File: src/rtl/ptp_pkg.sv
// Package for the peak-to-peak tracker: sizing constants and the request and result types.
// Depends on nothing; the tracker module imports it.
package ptp_pkg;

	localparam int SAMPLE_BITS = 12;
	localparam int RANK_DEPTH = 5;
	localparam int SUM_BITS = SAMPLE_BITS + 1;
	localparam int CNT_BITS = $clog2(RANK_DEPTH + 1);

	typedef struct packed {
		logic [SAMPLE_BITS-1:0] sample;
		logic                   last;
	} ptp_req_t;

	typedef struct packed {
		logic [SUM_BITS-1:0] peak_sum;
		logic [SUM_BITS-1:0] trough_sum;
		logic [SUM_BITS-1:0] span_doubled;
		logic                enough;
	} ptp_res_t;

endpackage

File: src/rtl/top5_peak_to_peak_tracker.sv
// Top level of the peak-to-peak tracker: ranked lists of the largest and smallest samples.
// Depends on ptp_pkg for sizes and the request and result types.
// The block takes one request per clock cycle unless the request side stalls. A request is
// held in an input register, then ranked into both lists by a parallel compare across all
// slots. A request marked last produces one result, registered when it leaves the input
// register, and the lists clear in the same cycle. Stall on the request side rises only when
// a last request sits in the input register while the previous result is still held by a
// stall on the result side; non-last requests always pass, even while a result waits.
module top5_peak_to_peak_tracker (
	input  logic              clk,
	input  logic              arst_n,
	input  logic              req_valid,
	output logic              req_stall,
	input  ptp_pkg::ptp_req_t req,
	output logic              result_valid,
	input  logic              result_stall,
	output ptp_pkg::ptp_res_t result
);
	import ptp_pkg::*;

	logic                   valid_s1;
	logic [SAMPLE_BITS-1:0] sample_s1;
	logic                   last_s1;
	logic                   advance;

	logic [SAMPLE_BITS-1:0] top_q [RANK_DEPTH];
	logic [SAMPLE_BITS-1:0] bottom_q [RANK_DEPTH];
	logic [CNT_BITS-1:0]    cnt_q;

	logic [SAMPLE_BITS-1:0] top_nxt [RANK_DEPTH];
	logic [SAMPLE_BITS-1:0] bottom_nxt [RANK_DEPTH];
	logic [RANK_DEPTH-1:0]  top_beat;
	logic [RANK_DEPTH-1:0]  bottom_beat;
	logic [CNT_BITS-1:0]    cnt_nxt;

	logic [SUM_BITS-1:0] peak;
	logic [SUM_BITS-1:0] trough;
	ptp_res_t            res_nxt;

	logic     result_valid_q;
	ptp_res_t result_q;

	assign advance = valid_s1 && (!last_s1 || !result_valid_q || !result_stall);
	assign req_stall = valid_s1 && !advance;

	always_ff @(posedge clk or negedge arst_n) begin
		if (!arst_n) begin
			valid_s1 <= 1'b0;
		end else if (!req_stall) begin
			valid_s1 <= req_valid;
		end
	end

	always_ff @(posedge clk) begin
		if (!req_stall && req_valid) begin
			sample_s1 <= req.sample;
			last_s1 <= req.last;
		end
	end

	// Slots at or beyond the fill count are empty and take any sample.
	always_comb begin
		for (int k = 0; k < RANK_DEPTH; k++) begin
			top_beat[k] = (CNT_BITS'(k) >= cnt_q) || (sample_s1 > top_q[k]);
			bottom_beat[k] = (CNT_BITS'(k) >= cnt_q) || (sample_s1 < bottom_q[k]);
		end
		top_nxt[0] = top_beat[0] ? sample_s1 : top_q[0];
		bottom_nxt[0] = bottom_beat[0] ? sample_s1 : bottom_q[0];
		for (int k = 1; k < RANK_DEPTH; k++) begin
			if (!top_beat[k]) begin
				top_nxt[k] = top_q[k];
			end else if (top_beat[k-1]) begin
				top_nxt[k] = top_q[k-1];
			end else begin
				top_nxt[k] = sample_s1;
			end
			if (!bottom_beat[k]) begin
				bottom_nxt[k] = bottom_q[k];
			end else if (bottom_beat[k-1]) begin
				bottom_nxt[k] = bottom_q[k-1];
			end else begin
				bottom_nxt[k] = sample_s1;
			end
		end
		cnt_nxt = (cnt_q == CNT_BITS'(RANK_DEPTH)) ? cnt_q : cnt_q + CNT_BITS'(1);
	end

	always_comb begin
		peak = {1'b0, top_nxt[0]} + {1'b0, top_nxt[RANK_DEPTH-1]};
		trough = {1'b0, bottom_nxt[0]} + {1'b0, bottom_nxt[RANK_DEPTH-1]};
		res_nxt = '0;
		if (cnt_nxt == CNT_BITS'(RANK_DEPTH)) begin
			res_nxt.peak_sum = peak;
			res_nxt.trough_sum = trough;
			res_nxt.span_doubled = (peak >= trough) ? peak - trough : '0;
			res_nxt.enough = 1'b1;
		end
	end

	always_ff @(posedge clk or negedge arst_n) begin
		if (!arst_n) begin
			cnt_q <= '0;
		end else if (advance) begin
			cnt_q <= last_s1 ? '0 : cnt_nxt;
		end
	end

	always_ff @(posedge clk) begin
		if (advance) begin
			top_q <= top_nxt;
			bottom_q <= bottom_nxt;
		end
	end

	always_ff @(posedge clk or negedge arst_n) begin
		if (!arst_n) begin
			result_valid_q <= 1'b0;
		end else if (advance && last_s1) begin
			result_valid_q <= 1'b1;
		end else if (!result_stall) begin
			result_valid_q <= 1'b0;
		end
	end

	always_ff @(posedge clk) begin
		if (advance && last_s1) begin
			result_q <= res_nxt;
		end
	end

	assign result_valid = result_valid_q;
	assign result = result_q;

`ifndef NO_ASSERTIONS
	// The request side stalls only behind a held result with a last request waiting.
	a_stall_cause: assert property (@(posedge clk) disable iff (!arst_n)
		req_stall |-> (valid_s1 && last_s1 && result_valid_q && result_stall))
		else $error("request stall without a held result");

	a_cnt_range: assert property (@(posedge clk) disable iff (!arst_n)
		cnt_q <= CNT_BITS'(RANK_DEPTH))
		else $error("fill count beyond list depth");

	// A last request empties both lists in the following cycle.
	a_clear_after_last: assert property (@(posedge clk) disable iff (!arst_n)
		(advance && last_s1) |=> (cnt_q == '0 && result_valid_q))
		else $error("lists not cleared after the last request");

	a_short_block_zero: assert property (@(posedge clk) disable iff (!arst_n)
		(result_valid_q && !result_q.enough) |->
		(result_q.peak_sum == '0 && result_q.trough_sum == '0 && result_q.span_doubled == '0))
		else $error("short block result not zero");

	a_lists_ordered: assert property (@(posedge clk) disable iff (!arst_n)
		(cnt_q == CNT_BITS'(RANK_DEPTH)) |->
		(top_q[0] >= top_q[RANK_DEPTH-1] && bottom_q[0] <= bottom_q[RANK_DEPTH-1]))
		else $error("ranked lists out of order");
`endif

endmodule
File: config.mk
export PLATFORM = sky130hd
export DESIGN_NAME = top5_peak_to_peak_tracker
export DESIGN_NICKNAME = d
export VERILOG_FILES = /design/src/rtl/ptp_pkg.sv /design/src/rtl/top5_peak_to_peak_tracker.sv
export SDC_FILE = /design/constraint.sdc
export NUM_CORES = 1
export LEC_CHECK = 0
export BUFFER_PORTS_ARGS = -buffer_cell sky130_fd_sc_hd__buf_2
export CORE_UTILIZATION = 60
export DETAILED_ROUTE_END_ITERATION = 7
export PLACE_DENSITY = 0.78
export SETUP_SLACK_MARGIN = 0.5
export SLEW_MARGIN = 20
export SYNTH_ARGS = -nofsm -noshare
export SYNTH_HDL_FRONTEND = slang
export SYNTH_SLANG_ARGS = --single-unit
File: constraint.sdc
create_clock -name clk -period 11.2 [get_ports clk]
set_input_delay 1.12 -clock clk [delete_from_list [all_inputs] [get_ports clk]]
set_output_delay 1.12 -clock clk [all_outputs]
set_load 0.02 [all_outputs]
==> results.json, run 1 <==
{
  "synth-seq-area-share": 0.445,
  "cp.required_ns": 11.36,
  "end_kind": "register",
  "wl_per_cell_um": 18.7,
  "area_growth_pct": 10.2,
  "grt_use_total": 0.277,
  "dpl_worst_slack_ns": 3.92,
  "start_kind": "register",
  "fp.dieW_um": 143,
  "finalSetupTns_ns": 0,
  "pwr-share-seq": 0.338,
  "dr.pass1.iters": 7,
  "drive_above_1_share": 0.171,
  "final_nets": 1331,
  "intPower_mw": 1.67,
  "max_stage_delay_ns": 0.53,
  "p_leak_nw": 6.01,
  "dieArea_mm2": 0.0205,
  "antenna_found_initial": 0,
  "ys_warn_count": 0,
  "core_mm2": 0.0195,
  "path_common_cell": "a21o_1",
  "synth_flop_cell": "edfxtp_1",
  "max_slew_margin": 0.341,
  "finalWirelength_mm": 26.8,
  "root_buffer": "clkbuf_16",
  "syn-num-nets": 1269,
  "fp.dieH_um": 143,
  "synth_seq_cells": 178,
  "post_cts_resize_count": 0,
  "finalClockSkew_ns": 0.0114,
  "cts_sinks": 178,
  "cts_tree": "built",
  "rsz0062_at_grt": "false",
  "worst_ir_drop_vdd_v": 0.000177,
  "power_frac_clock": 0.221,
  "min_period_ns": 7.14,
  "p_total_mw": 2.69,
  "io_pins": 59,
  "slowest_stage": "a41oi_2",
  "powerDensity_mw_per_mm2": 204,
  "switching_power_mw": 1.01,
  "synth_edf_count": 173,
  "fin_cells": 1433,
  "hold_buffers": 0,
  "gr-total-overflow": 0,
  "final_area_mm2": 0.0132,
  "drtIter0Drc": 596,
  "finalSetupViolCount": 0,
  "grt_pass1_wl_mm": 42.8,
  "std_cell_rows": 51,
  "gp_congestion": 0.984,
  "htreeDepth": 4,
  "path_class": "reg -> reg",
  "path_max_fanout": 20,
  "synthArstFlopShare": 0.0281,
  "viasPerCell": 5.91,
  "swShare": 0.377,
  "synthesis.instances": 1093,
  "vias": 8473,
  "utilization": 0.675,
  "dp.cells": 1401,
  "worst-path-buf-inv": 2,
  "hold_class": "in -> async",
  "fin_ws_ns": 4.06,
  "finalMaxSlewViolations": 0,
  "drc_errors": 0,
  "arrival_ns": 7.31,
  "max-cap-violations": 0,
  "worst_pin_slew_ns": 0.987,
  "syn_area_mm2": 0.0120,
  "dp_hpwl_mm": 19.2,
  "io_buffers": 58,
  "post_cts_buffers": 0,
  "cts.path.max_buffers": 2,
  "grt_max_degree": 49,
  "worst_path_dominant_cell_family": "compound AO/OA/AOI/OAI gates",
  "hold_violations": 0,
  "antenna_left": 0,
  "combPwrFrac": 0.440,
  "finalCritPeriodShare": 0.638,
  "yosysUniqueCellTypes": 71,
  "diodes": 0,
  "cts_inserted_buffers": 17,
  "hold_ws_ns": 0.484,
  "dpl_cell_area_mm2": 0.0126,
  "clkLatencyLatePin_ns": 0.44,
  "avgSynthCellArea_um2": 10.9,
  "clk_pin_slew_worst_paths_ns": 0.07,
  "start_util": 0.613,
  "grt_pass1_vias": 8382,
  "max_freq_ghz": 0.140,
  "status": "complete, no violations"
}
cells in the final DEF (no fill, tap or decap), drive strengths merged, types with 5 or more instances in the layout:
master and n:
mux2 65, o21ai 66, dfrtp 5, mux2i 33
nand4 19, buf 77, inv 145, nand2 69
nor4 5, nand3 9, clkinv 8, edfxtp 173
nor2b 16, nand2b 14, a211o 7, xnor2 15
nor3 10, clkbuf 17, o211ai 5, o31a 5
and2 6, ha 156, nor2 55, xor2 12
a21o 51, a21oi 56, a211oi 7
flip-flops by register name, summed over array words and instances (netlist names):
name	count
bottom_q	60
result	40
valid_s1	1
result_valid	1
cnt_q	3
last_s1	1
top_q	60
sample_s1	12
logic make-up (layout without fill, tap and decap cells):
group,count (synthesis),count (layout),synth area share
AO/OA/AOI/OAI,233,233,0.129
adder cells (fa/ha/maj),159,159,0.168
buffers and inverters,175,250,0.0564
XOR/XNOR,27,27,0.0198
flip-flops,178,178,0.445
multiplexers,98,98,0.0894
AND/OR/NAND/NOR,223,223,0.0926
per-layer routing:
metal | vias up | wire (um) | track usage
met2 | 284 | 12500 | 0.450
met1 | 4031 | 11700 | 0.364
met4 | 0 | 914 | 0.122
li1 | 4088 | - | -
met5 | - | 0 | 0
met3 | 70 | 1650 | 0.0473
final cells by class:
cell class                      instances  area (um^2)
Tap cell                              265          332
Fill cell                            1460         6340
Sequential cell                       178         5320
Timing Repair Buffer                   77          433
Clock inverter                         15          155
Clock buffer                           17          425
Multi-Input combinational cell        740         5990
Inverter                              141          529
cells in the mapped netlist, types with 6 or more instances:
| master | count | share of area |
|---|---|---|
| edfxtp_1 | 173 | 0.43 |
| nand2b_1 | 14 | 0.0073 |
| clkbuf_1 | 25 | 0.0078 |
| a21o_1 | 51 | 0.032 |
| nand3_1 | 9 | 0.0038 |
| nand4_1 | 18 | 0.0094 |
| mux2_2 | 63 | 0.059 |
| and2_1 | 6 | 0.0031 |
| a211oi_1 | 6 | 0.0038 |
| nor3_1 | 9 | 0.0038 |
| o21ai_0 | 62 | 0.026 |
| inv_1 | 140 | 0.044 |
| xnor2_1 | 15 | 0.011 |
| nor2_1 | 54 | 0.017 |
| ha_1 | 156 | 0.16 |
| xor2_1 | 12 | 0.0088 |
| mux2i_1 | 33 | 0.028 |
| nand2_1 | 68 | 0.021 |
| a211o_1 | 7 | 0.0051 |
| nor2b_1 | 16 | 0.0084 |
| a21oi_1 | 55 | 0.023 |
final timing paths:
check                             start            to  slack [ns]  depth (start not counted)
hold reg to reg            result_valid  result_valid        0.53                          1
min in group clk           result_valid  result_valid        0.53                          1
setup / recovery           sample_s1[1]     result[6]        4.06                         29
max in group asynchronous        arst_n      cnt_q[2]       10.59                          1
hold / removal                   arst_n  result_valid        0.48                          1
setup reg to reg           sample_s1[1]     result[6]        4.06                         29
power groups by stage:
| stage | Sequential, mW | Clock [mW] | Combinational (mW) |
|---|---|---|---|
| 2_1_floorplan | 0.920 | 0 | 0.857 |
| 3_3_place_gp | 0.917 | 0 | 1.11 |
| 3_5_place_dp | 0.920 | 0 | 1.14 |
| 4_1_cts | 0.907 | 0.598 | 1.16 |
| 5_1_grt | 0.917 | 0.619 | 1.30 |
| 6_report | 0.908 | 0.595 | 1.18 |
worst reg2reg max path, delay by kind of cell, from the launching register on:
kind	cells	cell delay, ns
mux	1	0.37
compound gates	16	3.71
xor+xnor	1	0.26
flops	1	0.36
fa+ha+maj	3	0.87
simple gates	6	0.77
buf+inv	2	0.55
No activity file was read; power rests on OpenSTA's default activity.
==> run 2: changes to the inputs <==
--- a/config.mk
+++ b/config.mk
@@ -6,7 +6,7 @@
 export NUM_CORES = 1
 export LEC_CHECK = 0
 export BUFFER_PORTS_ARGS = -buffer_cell sky130_fd_sc_hd__buf_2
-export CORE_UTILIZATION = 60
+export CORE_UTILIZATION = 57
 export DETAILED_ROUTE_END_ITERATION = 7
 export PLACE_DENSITY = 0.78
 export SETUP_SLACK_MARGIN = 0.5
==> constraint.sdc (replaced) <==
create_clock -name clk -period 6.3 [get_ports clk]
set_input_delay 0.63 -clock clk [delete_from_list [all_inputs] [get_ports clk]]
set_output_delay 0.63 -clock clk [all_outputs]
set_load 0.02 [all_outputs]
==> run 2 against run 1 <==
First-iteration DRC count is 4.9% higher. Cell count is 3.3% higher. Fmax is 20% higher. Worst setup slack got worse by 3.7 ns. Power increased by 89%. Global-route usage shrank 1.3 points. Critical endpoint is now result[9]. Largest power group unchanged.
==> results.json, run 2 (synthesis results as in run 1) <==
{
  "final_nets": 1373,
  "antenna_left": 0,
  "core_mm2": 0.0204,
  "cp.required_ns": 6.49,
  "viasPerCell": 5.85,
  "htreeDepth": 4,
  "dr.pass1.iters": 6,
  "grt_pass1_wl_mm": 43.9,
  "reg2reg_depth": 30,
  "diodes": 0,
  "dp_hpwl_mm": 20.2,
  "grt_pass1_vias": 8523,
  "r2r-end": "result[9]",
  "fp.dieW_um": 147,
  "fp.dieH_um": 147,
  "finalClockSkew_ns": 0.0157,
  "finalSetupTns_ns": 0,
  "cts_inserted_buffers": 17,
  "max_freq_ghz": 0.168,
  "max_stage_delay_ns": 0.47,
  "root_buffer": "clkbuf_16",
  "drc_errors": 0,
  "arrival_ns": 6.15,
  "finalMaxSlewViolations": 0,
  "start_kind": "register",
  "cp-endpoint": "result[9]",
  "finalWirelength_mm": 27.9,
  "worst_pin_slew_ns": 0.994,
  "dieArea_mm2": 0.0216,
  "mostFrequentLayoutCells": "edfxtp_1, ha_1, inv_1",
  "max-cap-violations": 0,
  "power_frac_clock": 0.206,
  "hold_violations": 0,
  "combPwrFrac": 0.471,
  "path_class": "reg -> reg",
  "worst_ir_drop_vdd_v": 0.000381,
  "swShare": 0.395,
  "min_period_ns": 5.96,
  "switching_power_mw": 2.00,
  "cts_sinks": 178,
  "gp_congestion": 0.915,
  "grt_max_degree": 50,
  "io_pins": 59,
  "powerDensity_mw_per_mm2": 363,
  "drtIter0Drc": 625,
  "critPathLaunch": "sample_s1[1]",
  "std_cell_rows": 52,
  "path_max_fanout": 7,
  "cts_tree": "built",
  "intPower_mw": 3.06,
  "antenna_found_initial": 0,
  "clk_pin_slew_worst_paths_ns": 0.08,
  "finalSetupViolCount": 0,
  "layout_commonest_cell": "edfxtp_1",
  "io_buffers": 58,
  "hold_ws_ns": 0.363,
  "register_area_mm2": 0.00532,
  "finalCritPeriodShare": 0.946,
  "multi_input_area_mm2": 0.00636,
  "slowest_stage": "edfxtp_1",
  "end_kind": "register",
  "fillerInstances": 1439,
  "wl_per_cell_um": 18.9,
  "pwr-share-seq": 0.323,
  "max_slew_margin": 0.335,
  "r2r_slack_ns": 0.34,
  "status": "complete, no violations",
  "gr-total-overflow": 0,
  "p_leak_nw": 6.28,
  "start_util": 0.586,
  "drive_above_1_share": 0.247,
  "cts.path.max_buffers": 2,
  "area_growth_pct": 16.5,
  "r2r_start": "sample_s1[1]",
  "rsz0062_at_grt": "true",
  "grt_use_total": 0.264,
  "hold_class": "in -> reg",
  "vias": 8655,
  "clkLatencyLatePin_ns": 0.44
}
run 2: worst min path at each step:
stage,cells after the start,to,slack (ns),from
2_1_floorplan,0,cnt_q[0],0.33,arst_n
3_3_place_gp,1,valid_s1,0.45,arst_n
3_5_place_dp,1,valid_s1,0.45,arst_n
4_1_cts,1,sample_s1[8],0.35,req[9]
5_1_grt,1,sample_s1[8],0.35,req[9]
6_report,1,sample_s1[8],0.36,req[9]
run 2: worst max-delay path: cells and delay by family, from the launching register on:
| kind | cells | cell delay [ns] |
|---|---|---|
| XOR/XNOR | 1 | 0.24 |
| adder cells (fa/ha/maj) | 3 | 0.74 |
| AND/OR/NAND/NOR | 6 | 0.67 |
| flip-flops | 1 | 0.47 |
| multiplexers | 1 | 0.27 |
| AO/OA/AOI/OAI | 16 | 2.77 |
| buffers and inverters | 3 | 0.57 |
run 2: area by class of cell:
type                    count  area share
repair buffers            119      0.0572
inverters                 141      0.0380
clock inverters            15      0.0120
clock buffers              17      0.0305
multi-input cells         740       0.456
flip-flops and latches    178       0.382
well taps                 270      0.0242
run 2: power by group through the flow:
stage / combinational, mW / clock [mW] / sequential, mW
floorplan: 1.55 / 0 / 1.64
global placement: 1.98 / 0 / 1.65
detailed placement: 2.03 / 0 / 1.65
CTS: 2.18 / 1.05 / 1.63
global route: 2.60 / 1.09 / 1.65
finish: 2.38 / 1.05 / 1.63
run 2: layer usage:
layer | GRT usage | wire [um]
met5 | 0 | 0
met4 | 0.0953 | 733
met3 | 0.0292 | 1460
met2 | 0.432 | 13100
met1 | 0.364 | 12700
run 2: per-stage QoR:
stage          instance area, um^2  std cells  worst slack [ns]   util  power, mW
6_report                     13900       1480             0.339  0.682       5.06
3_5_place_dp                 12700       1415            0.0842  0.623       3.69
3_3_place_gp                 12700       1415             0.308  0.623       3.63
2_1_floorplan                12100       1093             0.523      -       3.18
5_1_grt                      13900       1480            0.0964  0.682       5.35
4_1_cts                      13600       1470             0.315  0.668       4.87
run 2: repair_timing:
action / in CTS / in global routing
pin swaps: 38 / 28
hold buffers: 1 / 0
gates cloned: 1 / 0
buffers inserted: 21 / 10
hold endpoints to repair: 5 / 0
gates resized for setup: 31 / 42
endpoints found under the setup margin: 13 / 13
==> run 3: changes to the inputs <==
--- a/config.mk
+++ b/config.mk
@@ -6,9 +6,8 @@
 export NUM_CORES = 1
 export LEC_CHECK = 0
 export BUFFER_PORTS_ARGS = -buffer_cell sky130_fd_sc_hd__buf_2
-export CORE_UTILIZATION = 57
+export CORE_UTILIZATION = 35
 export DETAILED_ROUTE_END_ITERATION = 7
-export PLACE_DENSITY = 0.78
 export SETUP_SLACK_MARGIN = 0.5
 export SLEW_MARGIN = 20
 export SYNTH_ARGS = -nofsm -noshare
==> constraint.sdc (replaced) <==
create_clock -name clk -period 6 [get_ports clk]
set_input_delay 0.6 -clock clk [delete_from_list [all_inputs] [get_ports clk]]
set_output_delay 0.6 -clock clk [all_outputs]
set_load 0.02 [all_outputs]
==> run 3 against run 2 <==
Final area is 0.19% lower. Power is 2.0% higher. Clock power is 4% higher. Sequential power is 6% higher. Cell count is 12% higher. Largest cell class unchanged. Worst hold slack worse by 0.029 ns. Non-clock buffer count is 2 lower.
==> results.json, run 3 (synthesis results as in run 1) <==
{
  "r2r_start": "sample_s1[1]",
  "path_max_fanout": 13,
  "path_common_cell": "a21o_1",
  "mostFrequentLayoutCells": "edfxtp_1, ha_1, inv_1",
  "worst-path-buf-inv": 1,
  "dieArea_mm2": 0.0349,
  "min_period_ns": 5.97,
  "dp.cells": 1620,
  "gp_congestion": 0.851,
  "max_freq_ghz": 0.168,
  "max_slew_margin": 0.321,
  "fin_cells": 1656,
  "power_frac_clock": 0.211,
  "r2r_slack_ns": 0.03,
  "intPower_mw": 3.21,
  "cp.depth": 29,
  "diodes": 0,
  "utilization": 0.414,
  "min_path_cells": 1,
  "slowest_stage": "edfxtp_1",
  "antenna_left": 0,
  "vias": 8255,
  "wl_per_cell_um": 17.4,
  "root_buffer": "clkbuf_16",
  "clk_pin_slew_worst_paths_ns": 0.07,
  "swShare": 0.378,
  "finalCritPeriodShare": 0.994,
  "end_kind": "register",
  "worst_path_dominant_cell_family": "compound AO/OA/AOI/OAI gates",
  "drtIter0Drc": 468,
  "p_total_mw": 5.17,
  "worst_ir_drop_vdd_v": 0.000229,
  "switching_power_mw": 1.95,
  "area_growth_pct": 16.3,
  "grt_use_total": 0.170,
  "dp_hpwl_mm": 22.2,
  "final_nets": 1371,
  "powerDensity_mw_per_mm2": 371,
  "grt_pass1_vias": 8427,
  "hp-start": "req[5]",
  "drc_errors": 0,
  "worst_pin_slew_ns": 1.02,
  "viasPerCell": 4.98,
  "layout_commonest_cell": "edfxtp_1",
  "critPathLaunch": "sample_s1[1]",
  "grt_max_degree": 50,
  "finalClockSkew_ns": 0.0122,
  "clkLatencyLatePin_ns": 0.44,
  "hold_violations": 0,
  "reg2reg_depth": 29,
  "antenna_found_initial": 0,
  "io_buffers": 58,
  "arrival_ns": 6.16,
  "cts.path.max_buffers": 2,
  "fp.dieW_um": 187,
  "finalSetupViolCount": 0,
  "io_pins": 59,
  "max_stage_delay_ns": 0.49,
  "status": "complete, no violations",
  "cp.required_ns": 6.19,
  "cts_sinks": 178,
  "fp.dieH_um": 187,
  "pwr-share-seq": 0.332,
  "hold_ws_ns": 0.334,
  "core_mm2": 0.0336,
  "start_kind": "register",
  "dpl_worst_slack_ns": 0.00281,
  "r2r-end": "result[4]",
  "p_leak_nw": 6.24,
  "finalWirelength_mm": 28.7,
  "htreeDepth": 4,
  "rsz0062_at_grt": "true",
  "cts_inserted_buffers": 17,
  "grt_pass1_wl_mm": 45.8,
  "finalMaxSlewViolations": 0,
  "max-cap-violations": 0,
  "hold_class": "in -> reg",
  "dr.pass1.iters": 4,
  "combPwrFrac": 0.457,
  "path_class": "reg -> reg",
  "drive_above_1_share": 0.218,
  "std_cell_rows": 67,
  "gr-total-overflow": 0,
  "cts_tree": "built",
  "fin_ws_ns": 0.0337,
  "start_util": 0.356,
  "hold-path-endpoint": "sample_s1[4]"
}
[run 3: metal layers]
layer	track usage	share of wire	up-vias
met3	0.0242	0.030	45
met2	0.256	0.43	136
met5	0	0	-
li1	-	-	4170
met4	0.0731	0.032	0
met1	0.242	0.51	3904
[run 3: how the worst max path moves through the flow]
stage | end | slack [ns]
final | result[4] | 0.03
after CTS | result[4] | 0.04
after floorplan | result[3] | 0.24
after detailed placement | result[12] | 0.003
after global routing | result[4] | -0.27
after global placement | result[6] | 0.15
[run 3: layout make-up]
class	instances	area (um^2)
fill	3155	19700
clock buffer	18	429
timing repair buffer	117	781
tap	448	561
inverter	141	529
clock inverter	14	128
multi-input combinational	740	6160
sequential	178	5320
[run 3: power groups by stage]
stage	Clock, mW	Combinational, mW	Sequential (mW)
after floorplan	0	1.63	1.72
after global placement	0	2.23	1.74
after detailed placement	0	2.25	1.74
after CTS	1.11	2.31	1.71
after global routing	1.15	2.62	1.74
final	1.09	2.36	1.72
[run 3: repair_timing]
action	4_1_cts	5_1_grt
pin swaps	4	6
endpoints found under the hold margin	5	0
resized for setup	6	15
hold buffers	1	0
endpoints found under the setup margin	13	13
setup buffers	2	1
[run 3: per-stage QoR]
step	cell area [um^2]	setup TNS, ns
floorplan	12100	0
global placement	13200	0
detailed placement	13200	0
CTS	13800	0
global route	13900	-3.39
finish	13900	0
